`config.mk`:
```
export PLATFORM = sky130hd
export DESIGN_NAME = kmp_pattern_matcher_core_flat
export DESIGN_NICKNAME = d
export VERILOG_FILES = /design/src/rtl/core/kmpm_pkg.sv /design/src/rtl/core/kmpm_if.sv /design/src/rtl/core/kmpm_front.sv /design/src/rtl/core/kmpm_pattern.sv /design/src/rtl/core/kmpm_search.sv /design/src/rtl/core/kmp_pattern_matcher_core.sv /design/src/flat_wrapper.sv
export SDC_FILE = /design/constraint.sdc
export NUM_CORES = 1
export LEC_CHECK = 0
export ABC_AREA = 1
export BUFFER_PORTS_ARGS = -buffer_cell sky130_fd_sc_hd__buf_2
export CORE_UTILIZATION = 33
export CTS_CLUSTER_DIAMETER = 80
export DETAILED_ROUTE_END_ITERATION = 7
export MAX_ROUTING_LAYER = met4
export PLACE_DENSITY_LB_ADDON = 0.12
export SLEW_MARGIN = 0
export SYNTH_ARGS = -nofsm -noshare
export SYNTH_HDL_FRONTEND = slang
export SYNTH_HIERARCHICAL = 1
export SYNTH_SLANG_ARGS = --single-unit
```
`constraint.sdc`:
```
create_clock -name clock -period 4.9 [get_ports clock]
set_input_delay 0.98 -clock clock [delete_from_list [all_inputs] [get_ports clock]]
set_output_delay 0.98 -clock clock [all_outputs]
set_load 0.02 [all_outputs]
```
`src/rtl/core/kmpm_pkg.sv`:
```
// ----------------------------------------------------------------------------
// kmpm_pkg
// Shared types and constants of the KMP pattern matcher: field widths,
// register codes and the structs passed between front, table and search.
// ----------------------------------------------------------------------------
package kmpm_pkg;

   localparam int BYTE_W      = 8;
   localparam int LEN_W       = 5;    // match length, pattern length, table entry
   localparam int START_W     = 16;   // match_start field
   localparam int CSR_IDX_W   = 2;
   localparam int CSR_DATA_W  = 64;
   localparam int PAT_BYTES   = 16;   // bytes held by the two pattern registers
   localparam int QUEUE_DEPTH = 2;
   localparam int QPTR_W      = 1;
   localparam int QCNT_W      = 2;

   typedef enum logic [CSR_IDX_W-1:0] {
      REG_PATTERN_LOW    = 2'd0,
      REG_PATTERN_HIGH   = 2'd1,
      REG_PATTERN_LENGTH = 2'd2
   } csr_reg_type;

   // queue head as seen by the search engine
   typedef struct packed {
      logic              valid;
      logic [BYTE_W-1:0] text_byte;
      logic              last_byte;
   } queue_head_type;

   // pattern store / failure table status toward the search engine
   typedef struct packed {
      logic              building;   // table build in progress
      logic              restart;    // accepted register write, clears search
      logic [BYTE_W-1:0] pat_byte;   // pattern byte at the search's match length
      logic [LEN_W-1:0]  fail;       // failure link at the search's match length
      logic [LEN_W-1:0]  len;        // pattern length in use, clamped
   } pat_status_type;

endpackage

```
`src/rtl/core/kmpm_if.sv`:
```
// ----------------------------------------------------------------------------
// kmpm_req_if / kmpm_rsp_if
// Valid/ready channels of the KMP pattern matcher: text items in, verdicts out.
// ----------------------------------------------------------------------------
interface kmpm_req_if;
   import kmpm_pkg::*;

   logic              valid;
   logic              ready;
   logic [BYTE_W-1:0] text_byte;
   logic              last_byte;

   modport source (output valid, output text_byte, output last_byte, input ready);
   modport sink   (input valid, input text_byte, input last_byte, output ready);
endinterface

interface kmpm_rsp_if;
   import kmpm_pkg::*;

   logic               valid;
   logic               ready;
   logic               found;
   logic [START_W-1:0] match_start;
   logic               end_of_text;
   logic               position_overflow;

   modport source (output valid, output found, output match_start,
                   output end_of_text, output position_overflow, input ready);
   modport sink   (input valid, input found, input match_start,
                   input end_of_text, input position_overflow, output ready);
endinterface

```
`src/rtl/core/kmpm_front.sv`:
```
// ----------------------------------------------------------------------------
// kmpm_front
// Input side: accepts text items into a two-entry queue that decouples the
// request channel from the search engine.
// ----------------------------------------------------------------------------
module kmpm_front (
   input  logic                     clock,
   input  logic                     reset,
   kmpm_req_if.sink                 req_if,
   input  logic                     building,
   input  logic                     pop,
   output kmpm_pkg::queue_head_type head
);
   import kmpm_pkg::*;

   logic [BYTE_W-1:0] byte_ff [QUEUE_DEPTH];
   logic              last_ff [QUEUE_DEPTH];
   logic [QPTR_W-1:0] wr_ptr_ff, wr_ptr_in;
   logic [QPTR_W-1:0] rd_ptr_ff, rd_ptr_in;
   logic [QCNT_W-1:0] count_ff, count_in;
   logic              push;
   logic              do_pop;

   // no intake while the failure table is rebuilt
   assign req_if.ready = (count_ff != QCNT_W'(QUEUE_DEPTH)) && !building;
   assign push         = req_if.valid && req_if.ready;
   assign do_pop       = pop && (count_ff != '0);

   always_comb begin
      wr_ptr_in = push   ? QPTR_W'(wr_ptr_ff + 1'b1) : wr_ptr_ff;
      rd_ptr_in = do_pop ? QPTR_W'(rd_ptr_ff + 1'b1) : rd_ptr_ff;
      count_in  = count_ff;
      if (push && !do_pop) begin
         count_in = QCNT_W'(count_ff + 1'b1);
      end else if (do_pop && !push) begin
         count_in = QCNT_W'(count_ff - 1'b1);
      end
   end

   always_ff @(posedge clock) begin
      if (reset) begin
         wr_ptr_ff <= '0;
         rd_ptr_ff <= '0;
         count_ff  <= '0;
      end else begin
         wr_ptr_ff <= wr_ptr_in;
         rd_ptr_ff <= rd_ptr_in;
         count_ff  <= count_in;
      end
   end

   always_ff @(posedge clock) begin
      if (push) begin
         byte_ff[wr_ptr_ff] <= req_if.text_byte;
         last_ff[wr_ptr_ff] <= req_if.last_byte;
      end
   end

   assign head.valid     = (count_ff != '0);
   assign head.text_byte = byte_ff[rd_ptr_ff];
   assign head.last_byte = last_ff[rd_ptr_ff];

endmodule

```
`src/rtl/core/kmpm_pattern.sv`:
```
// ----------------------------------------------------------------------------
// kmpm_pattern
// Pattern registers and failure table. A sequencer rebuilds the table after
// reset and after every register write, one comparison per cycle.
// ----------------------------------------------------------------------------
module kmpm_pattern #(
   parameter int MAX_PATTERN = 16
) (
   input  logic                              clock,
   input  logic                              reset,
   input  logic                              csr_we,
   input  logic [kmpm_pkg::CSR_IDX_W-1:0]    csr_index,
   input  logic [kmpm_pkg::CSR_DATA_W-1:0]   csr_wdata,
   input  logic [kmpm_pkg::LEN_W-1:0]        search_len,
   output kmpm_pkg::pat_status_type          status
);
   import kmpm_pkg::*;

   localparam int TIW = $clog2(MAX_PATTERN);

   typedef enum logic [1:0] {
      B_IDLE = 2'b01,
      B_RUN  = 2'b10
   } build_state_type;

   build_state_type    state_ff, state_in;
   logic [CSR_DATA_W-1:0] pat_lo_ff, pat_hi_ff;
   logic [LEN_W-1:0]   len_raw_ff;
   logic [LEN_W-1:0]   i_ff, i_in;
   logic [LEN_W-1:0]   k_ff, k_in;
   logic [LEN_W-1:0]   fail_ff [MAX_PATTERN];

   logic               csr_hit;
   logic [LEN_W-1:0]   len_used;
   logic [LEN_W-1:0]   i_next;
   logic [LEN_W-1:0]   rd_addr;
   logic [LEN_W-1:0]   fail_rd;
   logic [BYTE_W-1:0]  pat_i, pat_k;
   logic               tbl_we;
   logic [LEN_W-1:0]   k_ext;

   function automatic logic [BYTE_W-1:0] pat_at(input logic [CSR_DATA_W-1:0] lo,
                                                input logic [CSR_DATA_W-1:0] hi,
                                                input logic [3:0] k);
      logic [CSR_DATA_W-1:0] w;
      w = k[3] ? hi : lo;
      return w[{k[2:0], 3'b000} +: BYTE_W];
   endfunction

   always_comb begin
      case (csr_index)
         REG_PATTERN_LOW, REG_PATTERN_HIGH, REG_PATTERN_LENGTH: csr_hit = csr_we;
         default:                                              csr_hit = 1'b0;
      endcase
   end

   always_comb begin
      if (len_raw_ff == '0) begin
         len_used = LEN_W'(1);
      end else if (len_raw_ff > LEN_W'(MAX_PATTERN)) begin
         len_used = LEN_W'(MAX_PATTERN);
      end else begin
         len_used = len_raw_ff;
      end
   end

   // single table read port: the builder owns it while running
   assign rd_addr = (state_ff == B_RUN) ? k_ff : search_len;
   assign fail_rd = (rd_addr <= LEN_W'(1)) ? '0 : fail_ff[rd_addr[TIW-1:0]];

   assign pat_i  = pat_at(pat_lo_ff, pat_hi_ff, i_ff[3:0]);
   assign pat_k  = pat_at(pat_lo_ff, pat_hi_ff, k_ff[3:0]);
   assign i_next = LEN_W'(i_ff + 1'b1);
   assign k_ext  = (pat_i == pat_k) ? LEN_W'(k_ff + 1'b1) : k_ff;

   always_comb begin
      state_in = state_ff;
      i_in     = i_ff;
      k_in     = k_ff;
      tbl_we   = 1'b0;
      case (state_ff)
         B_RUN: begin
            if (i_next >= len_used) begin
               state_in = B_IDLE;
            end else if ((k_ff != '0) && (pat_i != pat_k)) begin
               k_in = fail_rd;            // follow one link
            end else begin
               k_in   = k_ext;
               i_in   = i_next;
               tbl_we = 1'b1;
            end
         end
         B_IDLE: begin
         end
         default: state_in = B_IDLE;
      endcase
      if (csr_hit) begin
         state_in = B_RUN;
         i_in     = LEN_W'(1);
         k_in     = '0;
      end
   end

   always_ff @(posedge clock) begin
      if (reset) begin
         state_ff   <= B_RUN;
         i_ff       <= LEN_W'(1);
         k_ff       <= '0;
         pat_lo_ff  <= '0;
         pat_hi_ff  <= '0;
         len_raw_ff <= LEN_W'(1);
      end else begin
         state_ff <= state_in;
         i_ff     <= i_in;
         k_ff     <= k_in;
         if (csr_we) begin
            case (csr_index)
               REG_PATTERN_LOW:    pat_lo_ff  <= csr_wdata;
               REG_PATTERN_HIGH:   pat_hi_ff  <= csr_wdata;
               REG_PATTERN_LENGTH: len_raw_ff <= csr_wdata[LEN_W-1:0];
               default: ;
            endcase
         end
      end
   end

   always_ff @(posedge clock) begin
      if (tbl_we && !csr_hit) begin
         fail_ff[i_next[TIW-1:0]] <= k_ext;
      end
   end

   assign status.building = (state_ff == B_RUN);
   assign status.restart  = csr_hit;
   assign status.pat_byte = pat_at(pat_lo_ff, pat_hi_ff, search_len[3:0]);
   assign status.fail     = fail_rd;
   assign status.len      = len_used;

endmodule

```
`src/rtl/core/kmpm_search.sv`:
```
// ----------------------------------------------------------------------------
// kmpm_search
// Search engine: takes the queue head, follows one failure link per cycle
// on a mismatch, then updates the match state and registers the verdict.
// ----------------------------------------------------------------------------
module kmpm_search #(
   parameter int INDEX_BITS = 16
) (
   input  logic                          clock,
   input  logic                          reset,
   input  kmpm_pkg::pat_status_type      status,
   input  kmpm_pkg::queue_head_type      head,
   output logic                          pop,
   output logic [kmpm_pkg::LEN_W-1:0]    match_len,
   kmpm_rsp_if.source                    rsp_if
);
   import kmpm_pkg::*;

   logic [LEN_W-1:0]      m_ff, m_in;
   logic [INDEX_BITS-1:0] idx_ff, idx_in;
   logic [INDEX_BITS-1:0] start_ff, start_in;
   logic                  found_ff, found_in;
   logic                  ovf_ff, ovf_in;

   logic                  rsp_valid_ff;
   logic                  rsp_found_ff;
   logic [START_W-1:0]    rsp_start_ff;
   logic                  rsp_eot_ff;
   logic                  rsp_ovf_ff;

   logic                  active, searching, saturated, mismatch, link, out_free;
   logic [LEN_W-1:0]      m_ext;
   logic [INDEX_BITS+START_W-1:0] start_wide;

   assign saturated = &idx_ff;
   assign active    = head.valid && !status.building;
   assign searching = !found_ff && !ovf_ff && !saturated;
   assign mismatch  = (status.pat_byte != head.text_byte);
   assign link      = searching && (m_ff != '0) && mismatch;
   assign out_free  = !rsp_valid_ff || rsp_if.ready;
   assign pop       = active && !link && out_free;
   assign m_ext     = mismatch ? m_ff : LEN_W'(m_ff + 1'b1);
   assign match_len = m_ff;

   always_comb begin
      m_in     = m_ff;
      idx_in   = idx_ff;
      start_in = start_ff;
      found_in = found_ff;
      ovf_in   = ovf_ff;
      if (!found_ff && !ovf_ff) begin
         if (saturated) begin
            ovf_in = 1'b1;
         end else begin
            idx_in = INDEX_BITS'(idx_ff + 1'b1);
            if (m_ext >= status.len) begin
               found_in = 1'b1;
               start_in = INDEX_BITS'(idx_ff + 1'b1 - INDEX_BITS'(status.len));
               m_in     = '0;
            end else begin
               m_in = m_ext;
            end
         end
      end
   end

   assign start_wide = {START_W'(0), start_in};

   always_ff @(posedge clock) begin
      if (reset || status.restart) begin
         m_ff     <= '0;
         idx_ff   <= '0;
         start_ff <= '0;
         found_ff <= 1'b0;
         ovf_ff   <= 1'b0;
      end else if (active && link) begin
         m_ff <= status.fail;
      end else if (pop) begin
         if (head.last_byte) begin
            m_ff     <= '0;
            idx_ff   <= '0;
            start_ff <= '0;
            found_ff <= 1'b0;
            ovf_ff   <= 1'b0;
         end else begin
            m_ff     <= m_in;
            idx_ff   <= idx_in;
            start_ff <= start_in;
            found_ff <= found_in;
            ovf_ff   <= ovf_in;
         end
      end
   end

   always_ff @(posedge clock) begin
      if (reset) begin
         rsp_valid_ff <= 1'b0;
      end else if (pop) begin
         rsp_valid_ff <= 1'b1;
      end else if (rsp_if.ready) begin
         rsp_valid_ff <= 1'b0;
      end
   end

   always_ff @(posedge clock) begin
      if (pop) begin
         rsp_found_ff <= found_in;
         rsp_start_ff <= found_in ? start_wide[START_W-1:0] : '0;
         rsp_eot_ff   <= head.last_byte;
         rsp_ovf_ff   <= ovf_in;
      end
   end

   assign rsp_if.valid             = rsp_valid_ff;
   assign rsp_if.found             = rsp_found_ff;
   assign rsp_if.match_start       = rsp_start_ff;
   assign rsp_if.end_of_text       = rsp_eot_ff;
   assign rsp_if.position_overflow = rsp_ovf_ff;

   // the partial match is always shorter than the pattern
   a_len_bound: assert property (@(posedge clock) disable iff (reset)
      m_ff < status.len)
      else $error("match length reached pattern length");

   // a found text parks the match length at zero
   a_found_len: assert property (@(posedge clock) disable iff (reset)
      found_ff |-> (m_ff == '0))
      else $error("match length nonzero after match");

   // overflow and match exclude each other
   a_found_ovf: assert property (@(posedge clock) disable iff (reset)
      !(found_ff && ovf_ff))
      else $error("found and overflow both set");

   // end of text clears the search
   a_eot_clear: assert property (@(posedge clock) disable iff (reset)
      (pop && head.last_byte) |=> (idx_ff == '0 && !found_ff && !ovf_ff))
      else $error("search state not cleared after end of text");

endmodule

```
`src/rtl/core/kmp_pattern_matcher_core.sv`:
```
// ----------------------------------------------------------------------------
// kmp_pattern_matcher_core
// Streaming Knuth-Morris-Pratt search for the first occurrence of a pattern
// of up to MAX_PATTERN bytes; one verdict item per text item.
// ----------------------------------------------------------------------------
// Usage:
//  - req_if carries text items (text_byte, last_byte); rsp_if returns one
//    item per text item: found, match_start, end_of_text, position_overflow.
//  - csr_we/csr_index/csr_wdata write the pattern registers: 0 low bytes,
//    1 high bytes, 2 length. Write only while no text item is in flight.
//  - After reset and after each register write the failure table is rebuilt,
//    one compare per cycle; req ready is low meanwhile. Search state is
//    cleared by reset and by register writes.
//  - A text item waits in the queue while any failure links for it are
//    followed; its result item is registered when it is popped.
//  - Each failure link followed holds the current item at the queue head;
//    links are taken one a cycle through the single failure-table read port.
//  - A two-entry queue sits between request channel and search engine and the
//    result is held in an output register, so a stalled receiver holds the
//    pending result and the queue soaks up two more items before req ready
//    drops.
//  - last_byte: that item's result is the final verdict; the search restarts.
// ----------------------------------------------------------------------------
module kmp_pattern_matcher_core #(
   parameter int MAX_PATTERN = 16,
   parameter int INDEX_BITS  = 16
) (
   input  logic                              clock,
   input  logic                              reset,
   kmpm_req_if.sink                          req_if,
   kmpm_rsp_if.source                        rsp_if,
   input  logic                              csr_we,
   input  logic [kmpm_pkg::CSR_IDX_W-1:0]    csr_index,
   input  logic [kmpm_pkg::CSR_DATA_W-1:0]   csr_wdata
);
   import kmpm_pkg::*;

   queue_head_type   head;
   pat_status_type   status;
   logic             pop;
   logic [LEN_W-1:0] match_len;

   // front: item intake and queue
   kmpm_front u_front (
      .clock    (clock),
      .reset    (reset),
      .req_if   (req_if),
      .building (status.building),
      .pop      (pop),
      .head     (head)
   );

   // pattern registers and failure-table builder
   kmpm_pattern #(
      .MAX_PATTERN (MAX_PATTERN)
   ) u_pattern (
      .clock      (clock),
      .reset      (reset),
      .csr_we     (csr_we),
      .csr_index  (csr_index),
      .csr_wdata  (csr_wdata),
      .search_len (match_len),
      .status     (status)
   );

   // back: KMP step engine and result register
   kmpm_search #(
      .INDEX_BITS (INDEX_BITS)
   ) u_search (
      .clock     (clock),
      .reset     (reset),
      .status    (status),
      .head      (head),
      .pop       (pop),
      .match_len (match_len),
      .rsp_if    (rsp_if)
   );

endmodule
```
`src/flat_wrapper.sv`:
```
// flat-port wrapper written by rule: the top's interface ports become plain ports
module kmp_pattern_matcher_core_flat import kmpm_pkg::*;
#(
   parameter int MAX_PATTERN = 16,
   parameter int INDEX_BITS  = 16
)
  (clock, reset, csr_we, csr_index, csr_wdata, req_if_valid, req_if_text_byte, req_if_last_byte, req_if_ready, rsp_if_valid, rsp_if_found, rsp_if_match_start, rsp_if_end_of_text, rsp_if_position_overflow, rsp_if_ready);
  kmpm_req_if req_if_i ();
  kmpm_rsp_if rsp_if_i ();
  input  logic clock;
  input  logic reset;
  input  logic csr_we;
  input  logic [kmpm_pkg::CSR_IDX_W-1:0] csr_index;
  input  logic [kmpm_pkg::CSR_DATA_W-1:0] csr_wdata;
  input wire logic [$bits(req_if_i.valid)-1:0] req_if_valid;
  input wire logic [$bits(req_if_i.text_byte)-1:0] req_if_text_byte;
  input wire logic [$bits(req_if_i.last_byte)-1:0] req_if_last_byte;
  output wire logic [$bits(req_if_i.ready)-1:0] req_if_ready;
  output wire logic [$bits(rsp_if_i.valid)-1:0] rsp_if_valid;
  output wire logic [$bits(rsp_if_i.found)-1:0] rsp_if_found;
  output wire logic [$bits(rsp_if_i.match_start)-1:0] rsp_if_match_start;
  output wire logic [$bits(rsp_if_i.end_of_text)-1:0] rsp_if_end_of_text;
  output wire logic [$bits(rsp_if_i.position_overflow)-1:0] rsp_if_position_overflow;
  input wire logic [$bits(rsp_if_i.ready)-1:0] rsp_if_ready;
  assign req_if_i.valid = req_if_valid;
  assign req_if_i.text_byte = req_if_text_byte;
  assign req_if_i.last_byte = req_if_last_byte;
  assign req_if_ready = req_if_i.ready;
  assign rsp_if_valid = rsp_if_i.valid;
  assign rsp_if_found = rsp_if_i.found;
  assign rsp_if_match_start = rsp_if_i.match_start;
  assign rsp_if_end_of_text = rsp_if_i.end_of_text;
  assign rsp_if_position_overflow = rsp_if_i.position_overflow;
  assign rsp_if_i.ready = rsp_if_ready;
  kmp_pattern_matcher_core #(.MAX_PATTERN(MAX_PATTERN), .INDEX_BITS(INDEX_BITS)) u_core (.clock(clock), .reset(reset), .req_if(req_if_i), .rsp_if(rsp_if_i), .csr_we(csr_we), .csr_index(csr_index), .csr_wdata(csr_wdata));
endmodule
```
==> results of run 1 <==
## synth_stat cells, types with 19 or more instances
| library cell | number |
|---|---|
| inv_1 | 226 |
| buf_2 | 40 |
| nand3_1 | 312 |
| nand2_1 | 588 |
| clkbuf_1 | 74 |
| ha_1 | 26 |
| a21oi_1 | 226 |
| o21ai_0 | 225 |
| nor2_1 | 174 |
| edfxtp_1 | 117 |
| xor2_1 | 19 |
| dfxtp_1 | 190 |
| o211ai_1 | 23 |
## registers in the layout, summed over array words and instances (netlist names), 2 cells and up, named ones only
register                            flops
u_core/u_pattern/pat_lo_ff             64
u_core/u_pattern/i_ff                   5
u_core/u_front/count_ff                 2
u_core/u_pattern/fail_ff               80
u_core/u_pattern/pat_hi_ff             64
u_core/u_search/match_len               5
u_core/u_pattern/k_ff                   5
u_core/u_search/start_ff               16
u_core/u_front/last_ff                  2
u_core/u_front/byte_ff                 16
u_core/u_pattern/len_raw_ff             5
u_core/u_pattern/state_ff               2
u_core/u_search/rsp_if.match_start     16
u_core/u_search/idx_ff                 16
## per-layer routing
layer  routed length (um)  GRT usage [%]
met5                    0              -
met4                 2452          9.538
met3                 2694          3.100
met2                29000          38.01
met1                25530          27.51
## critical path, stage by stage, from the launching register on
cell and delay (ns):
dfxtp_2 0.34, buf_4 0.27, o21ai_0 0.11, a21oi_1 0.35, o211ai_1 0.16, nand2_1 0.11
xnor2_1 0.12, nand2_1 0.10, nor3_1 0.21, nand2_1 0.34, inv_1 0.21, nand2_1 0.07
nand2_1 0.06, inv_1 0.05, ha_1 0.30, a21oi_1 0.16, o21a_1 0.13, nand3_1 0.13
nand2_2 0.19, inv_2 0.20, nor2_2 0.34, buf_4 0.23, nor2_1 0.06
## metrics by stage
stage | total power, mW | utilization (%) | instance area (um^2) | instances | hold WS (ns)
after floorplan | 4.975 | - | 17550 | 2448 | 0.4294
after global placement | 5.768 | 35.22 | 18510 | 3127 | 0.4470
after detailed placement | 5.785 | 35.22 | 18510 | 3127 | 0.4524
after CTS | 8.682 | 37.57 | 19740 | 3192 | 0.4617
after global routing | 9.087 | 37.58 | 19750 | 3192 | 0.4768
final | 8.588 | 37.59 | 19750 | 3193 | 0.4605
## power breakdown
| part | internal [mW] | total, mW | leakage [nW] | switching, mW |
|---|---|---|---|---|
| Combinational | 0.738 | 2.67 | 4.80 | 1.93 |
| Sequential | 2.96 | 3.06 | 2.66 | 0.109 |
| Clock | 1.71 | 2.86 | 0.613 | 1.15 |
| Total | 5.40 | 8.59 | 8.07 | 3.19 |
## layout make-up
class	instances	area [um^2]
Multi-Input combinational cell	1740	8537
Sequential cell	307	7322
Antenna cell	1	2.502
Clock inverter	21	252.7
Timing Repair Buffer	136	824.5
Tap cell	688	860.8
Inverter	256	969.7
Fill cell	5581	32800
Clock buffer	44	983.4
## final timing paths
check	startpoint	end	slack (ns)	cells past startpoint
worst min-delay path	u_core/u_search/start_ff[14]	u_core/u_search/start_ff[14]	0.46	2
worst max register to register	u_core/u_search/match_len[3]	u_core/u_search/rsp_if.match_start[15]	0.39	22
worst min register to register	u_core/u_search/start_ff[14]	u_core/u_search/start_ff[14]	0.46	2
worst max-delay path	u_core/u_search/match_len[3]	u_core/u_search/rsp_if.match_start[15]	0.39	22
## kinds of logic after synthesis
| kind of cell | share of synthesized area (%) |
|---|---|
| xor+xnor | 1.347 |
| flops | 41.69 |
| fa+ha+maj | 1.968 |
| simple gates | 29.09 |
| buf+inv | 9.760 |
| compound gates | 15.51 |
| mux | 0.6345 |
==> impl_metrics.tcl, run 1 <==
set metrics [dict create \
    maxCapViolCount 0 \
    via_per_inst 5.162 \
    post_cts_buffers 0 \
    cts.sinks 307 \
    synthToLayoutAreaGrowth_pct 12.55 \
    finalCriticalPeriod_ns 4.511 \
    clock_skew_ns 0.01987 \
    vias 16480 \
    routed_wl_um 59680 \
    post_cts_resize_count 0 \
    holdBufCountCts 0 \
    drc 0 \
    final_antenna_net_count 0 \
    dp_hpwl_um 40930 \
    layout_common_cells "588 x nand2_1, 311 x nand3_1, 226 x a21oi_1, 225 x o21ai_0, 224 x inv_1" \
    syn_area_per_cell_um2 7.169 \
    layout.nets 2586 \
    worstSetupEndpointType "register" \
    finalSetupTns_ns 0 \
    clk_pin_slew_ns 0.06 \
    setup_viol 0 \
    fp-row-count 84 \
    synth_warnings 6 \
    leakage_nw 8.072 \
    initial_core_util_pct 33.40 \
    ys_ff_latch 307 \
    dp_slack_ns 0.3957 \
    htreeDepth 2 \
    setup_ws_ns 0.3892 \
    postSynthCellCount 2448 \
    grt_pass1_wl_um 92690 \
    netlist_area_mm2 0.01755 \
    final_common_cell "nand2_1" \
    power_per_cell_area_mw_per_mm2 434.8 \
    postSynth.asyncResetShare_pct 0 \
    die_h_um 232.6 \
    fmax_ghz 0.2217 \
    synth_top_cell_by_area "dfxtp_1" \
    cp.required_ns 5.21 \
    coreArea_mm2 0.05255 \
    place_congestion 0.9194 \
    synth-edff-count 117 \
    drive_above_1_share_pct 11.50 \
    rsz0062_at_grt "false" \
    hp-class "register to register" \
    startpoint_type "register" \
    slew_headroom_pct 29.64 \
    numCtsBuffers 38 \
    antenna_found_initial 1 \
    yosysSeqAreaShare_pct 41.69 \
    avgRoutedWirePerCell_um 18.69 \
    cp_max_fo 26 \
    yosysUniqueCellTypes 52 \
    netlist_top_cells_area "dfxtp_1 22%, edfxtp_1 20%, nand2_1 13%, nand3_1 8.9%, a21oi_1 6.4%" \
    finalHoldViolCount 0 \
    grt_max_degree 109 \
    final-max-slew-violation-count 0 \
    grt_pass1_vias 15960 \
    clock_latency_ns 0.56 \
    grt_usage_pct 22.79 \
    max_slew.worst_pin.slew_ns 1.055 \
    synth-main-ff-cell "dfxtp_1" \
    path_class "register to register" \
    io_buffers 100 \
    cts_tree "done" \
    floorplan.die_area_mm2 0.05411 \
    status "completed" \
    synth_top_area_share_pct 21.67 \
    fp.dieW_um 232.6 \
    crit_arrival_ns 4.82 \
    ioPinCount 101 \
    dr.first_iter.drc_count 1184 \
    finalCritPeriodShare_pct 92.06 \
    grt_overflow 0 \
    cts_buffer_depth 3 \
    syn-num-nets 2555 \
    cts-root-buf "clkbuf_16" \
    dr.pass1.iters 5 \
    max-vdd-ir-drop_mv 0.2082 \
]
(Power assumes the default switching activity.)
==> run 2, diff against run 1 <==
Settings changed: ABC_AREA 1 to default, CORE_MARGIN from default to 3.
==> run 2 against run 1 <==
First-iteration DRC count is 25% lower; clock power is 5% higher; sequential power is 6% lower; critical path type unchanged; core utilization is 1.5 points higher; hold slack better by 0.0056 ns; non-clock buffer count is 15 higher; global-route usage is 3.4 points lower; total power is 19% lower; fmax is 1.6% higher; clock skew is 0.0018 ns lower.
==> impl_metrics.tcl, run 2 <==
set metrics [dict create \
    cts.sinks 307 \
    synth-main-ff-cell "dfxtp_1" \
    ys_ff_latch 307 \
    critPathSlowestCell "mux4_2" \
    cp_max_fo 17 \
    finalSetupTns_ns 0 \
    holdWs_ns 0.4661 \
    grt_usage_pct 19.40 \
    avgRoutedWirePerCell_um 21.77 \
    synth_top_cell_by_area "dfxtp_1" \
    yosysMostFrequentCell "nand2_1" \
    postSynthCellCount 1533 \
    final_antenna_net_count 0 \
    hp-start "u_core/u_search/start_ff[9]" \
    power_per_cell_area_mw_per_mm2 367.7 \
    final_common_cell "nand2_1" \
    dp_cells 2226 \
    yosysSeqAreaShare_pct 44.93 \
    yosysUniqueCellTypes 85 \
    floorplan.die_area_mm2 0.05205 \
    instances_no_fill 2296 \
    syn_area_per_cell_um2 10.62 \
    netlist_area_mm2 0.01628 \
    synth_common_cells "318 x nand2_1, 190 x dfxtp_1, 151 x a21oi_1" \
    crit_arrival_ns 4.92 \
    finalCritPeriodShare_pct 90.59 \
    synth-edff-count 117 \
    clock_skew_ns 0.01804 \
    cts-root-buf "clkbuf_16" \
    syn-num-nets 1640 \
    worstPathCellList "buf_12, mux4_2, mux4_2, xnor2_1, and4_1, nand3_1, xnor2_1, ha_1, a21o_1, a31oi_1, o21ai_0, buf_4, a21oi_2, o21a_1, a32o_1" \
    dr.pass1.iters 6 \
    cp-startpoint "u_core/u_search/match_len[0]" \
    leakage_nw 6.648 \
    dp_hpwl_um 35830 \
    netlist_top_cells_area "dfxtp_1 23%, edfxtp_1 22%, mux4_2 15%, nand2_1 7.3%, a21oi_1 4.6%" \
    status "completed" \
    io_buffers 100 \
    grt_max_degree 81 \
    grt_overflow 0 \
    dr.first_iter.drc_count 888 \
    final-max-slew-violation-count 0 \
    synth_top_area_share_pct 23.36 \
    place_congestion 0.8897 \
    via_per_inst 5.386 \
    cts_buffer_depth 3 \
    grt_pass1_vias 12320 \
    finalHoldViolCount 0 \
    drive_above_1_share_pct 22.26 \
    drc 0 \
    holdBufCountCts 0 \
    final_core_util_pct 39.09 \
    antenna_found_initial 0 \
    ioPinCount 101 \
    vias 12370 \
    worstSetupEndpointType "register" \
    path_class "register to register" \
    routed_wl_um 49990 \
    cts_tree "done" \
    startpoint_type "register" \
    numCtsBuffers 39 \
    synth_warnings 6 \
    setup_ws_ns 0.4611 \
    layout_common_cells "318 x nand2_1, 185 x dfxtp_1, 151 x a21oi_1, 117 x edfxtp_1, 110 x mux4_2" \
    post_cts_buffers 0 \
    regArea_mm2 0.007326 \
    layout.nets 1718 \
    hp-class "register to register" \
    critPathBufInv 2 \
    crit_family "compound AO/OA/AOI/OAI gates" \
    postSynth.asyncResetShare_pct 0 \
    coreArea_mm2 0.04825 \
    fp.dieW_um 228.1 \
    post_cts_resize_count 0 \
    fp-row-count 80 \
    htreeDepth 2 \
    dp_slack_ns 0.4422 \
    num_antenna_cells 0 \
    clk_pin_slew_ns 0.05 \
    r2r-start "u_core/u_search/match_len[0]" \
    slowest_delay_ns 0.52 \
    max_slew.worst_pin.slew_ns 0.9783 \
    cp.required_ns 5.38 \
    rsz0062_at_grt "false" \
    grt_pass1_wl_um 75790 \
    finalCriticalPeriod_ns 4.439 \
    initial_core_util_pct 33.75 \
    slew_headroom_pct 33.39 \
    maxCapViolCount 0 \
    die_h_um 228.1 \
    setup_viol 0 \
    max-vdd-ir-drop_mv 0.2553 \
    synthToLayoutAreaGrowth_pct 15.82 \
    multi_input_area_mm2 0.008314 \
    fill_cells 4817 \
    clock_latency_ns 0.55 \
    largest_reg_flops 80 \
    fmax_ghz 0.2253 \
]
==> run 2: cell types whose count changed in the layout (fill, tap and decap cells not counted), sizes merged, moves of 27 or more <==
cell	change
a21oi	-76
nand2	-287
mux4	+115
mux2i	+36
inv	-210
xnor2	+27
nand3	-293
a22oi	+40
o21ai	-204
nor2	-140
==> run 2: kinds of logic after synthesis <==
kind of cell / share of synthesized area [%]
and+or+nand+nor: 14.28
AOI/OAI and AO/OA: 12.29
DFF: 44.93
muxes: 19.17
buffers and inverters: 4.134
xor gates and xnor gates: 3.066
adders and majority gates: 2.121
==> run 2: power breakdown <==
part / switching (mW) / total (mW) / internal, mW
clock: 1.16 / 2.99 / 1.83
sequential: 0.0947 / 2.89 / 2.79
combinational: 0.668 / 1.06 / 0.388
total: 1.92 / 6.93 / 5.02
==> run 2: path summary, 6_finish.rpt <==
| path | to | slack (ns) | depth (start not counted) |
|---|---|---|---|
| max | u_core/u_search/start_ff[8] | 0.46 | 15 |
| min | u_core/u_search/start_ff[9] | 0.47 | 1 |
| max reg2reg | u_core/u_search/start_ff[8] | 0.46 | 15 |
| min reg2reg | u_core/u_search/start_ff[9] | 0.47 | 1 |
==> run 2: area by class of cell <==
| class | count | share of cell area, % |
|---|---|---|
| clock inverter | 20 | 1.333 |
| multi-input combinational | 1077 | 44.08 |
| sequential | 307 | 38.84 |
| tap | 656 | 4.352 |
| clock buffer | 50 | 5.732 |
| timing repair buffer | 151 | 4.962 |
| inverter | 35 | 0.6966 |
==> run 2: worst register-to-register path: stages, from the launching register on <==
cell,delay (ns)
dfxtp_2,0.48
buf_12,0.22
mux4_2,0.53
mux4_2,0.51
xnor2_1,0.22
and4_1,0.29
nand3_1,0.11
xnor2_1,0.21
ha_1,0.29
a21o_1,0.18
a31oi_1,0.19
o21ai_0,0.14
buf_4,0.17
a21oi_2,0.35
o21a_1,0.32
a32o_1,0.16
==> run 2: layer usage <==
metal / GRT usage (%) / up-vias / part of all wire, %
li1: - / 5840 / -
met1: 23.29 / 6136 / 41
met2: 33.62 / 302 / 52
met3: 2.420 / 89 / 3.9
met4: 6.886 / 0 / 3.0
met5: - / - / 0
==> run 2: metrics by stage <==
step           area, um^2  power (mW)
2_1_floorplan       16280       3.642
3_3_place_gp        17530       4.002
3_5_place_dp        17530       4.008
4_1_cts             18860       7.024
5_1_grt             18860       7.217
6_report            18860       6.935
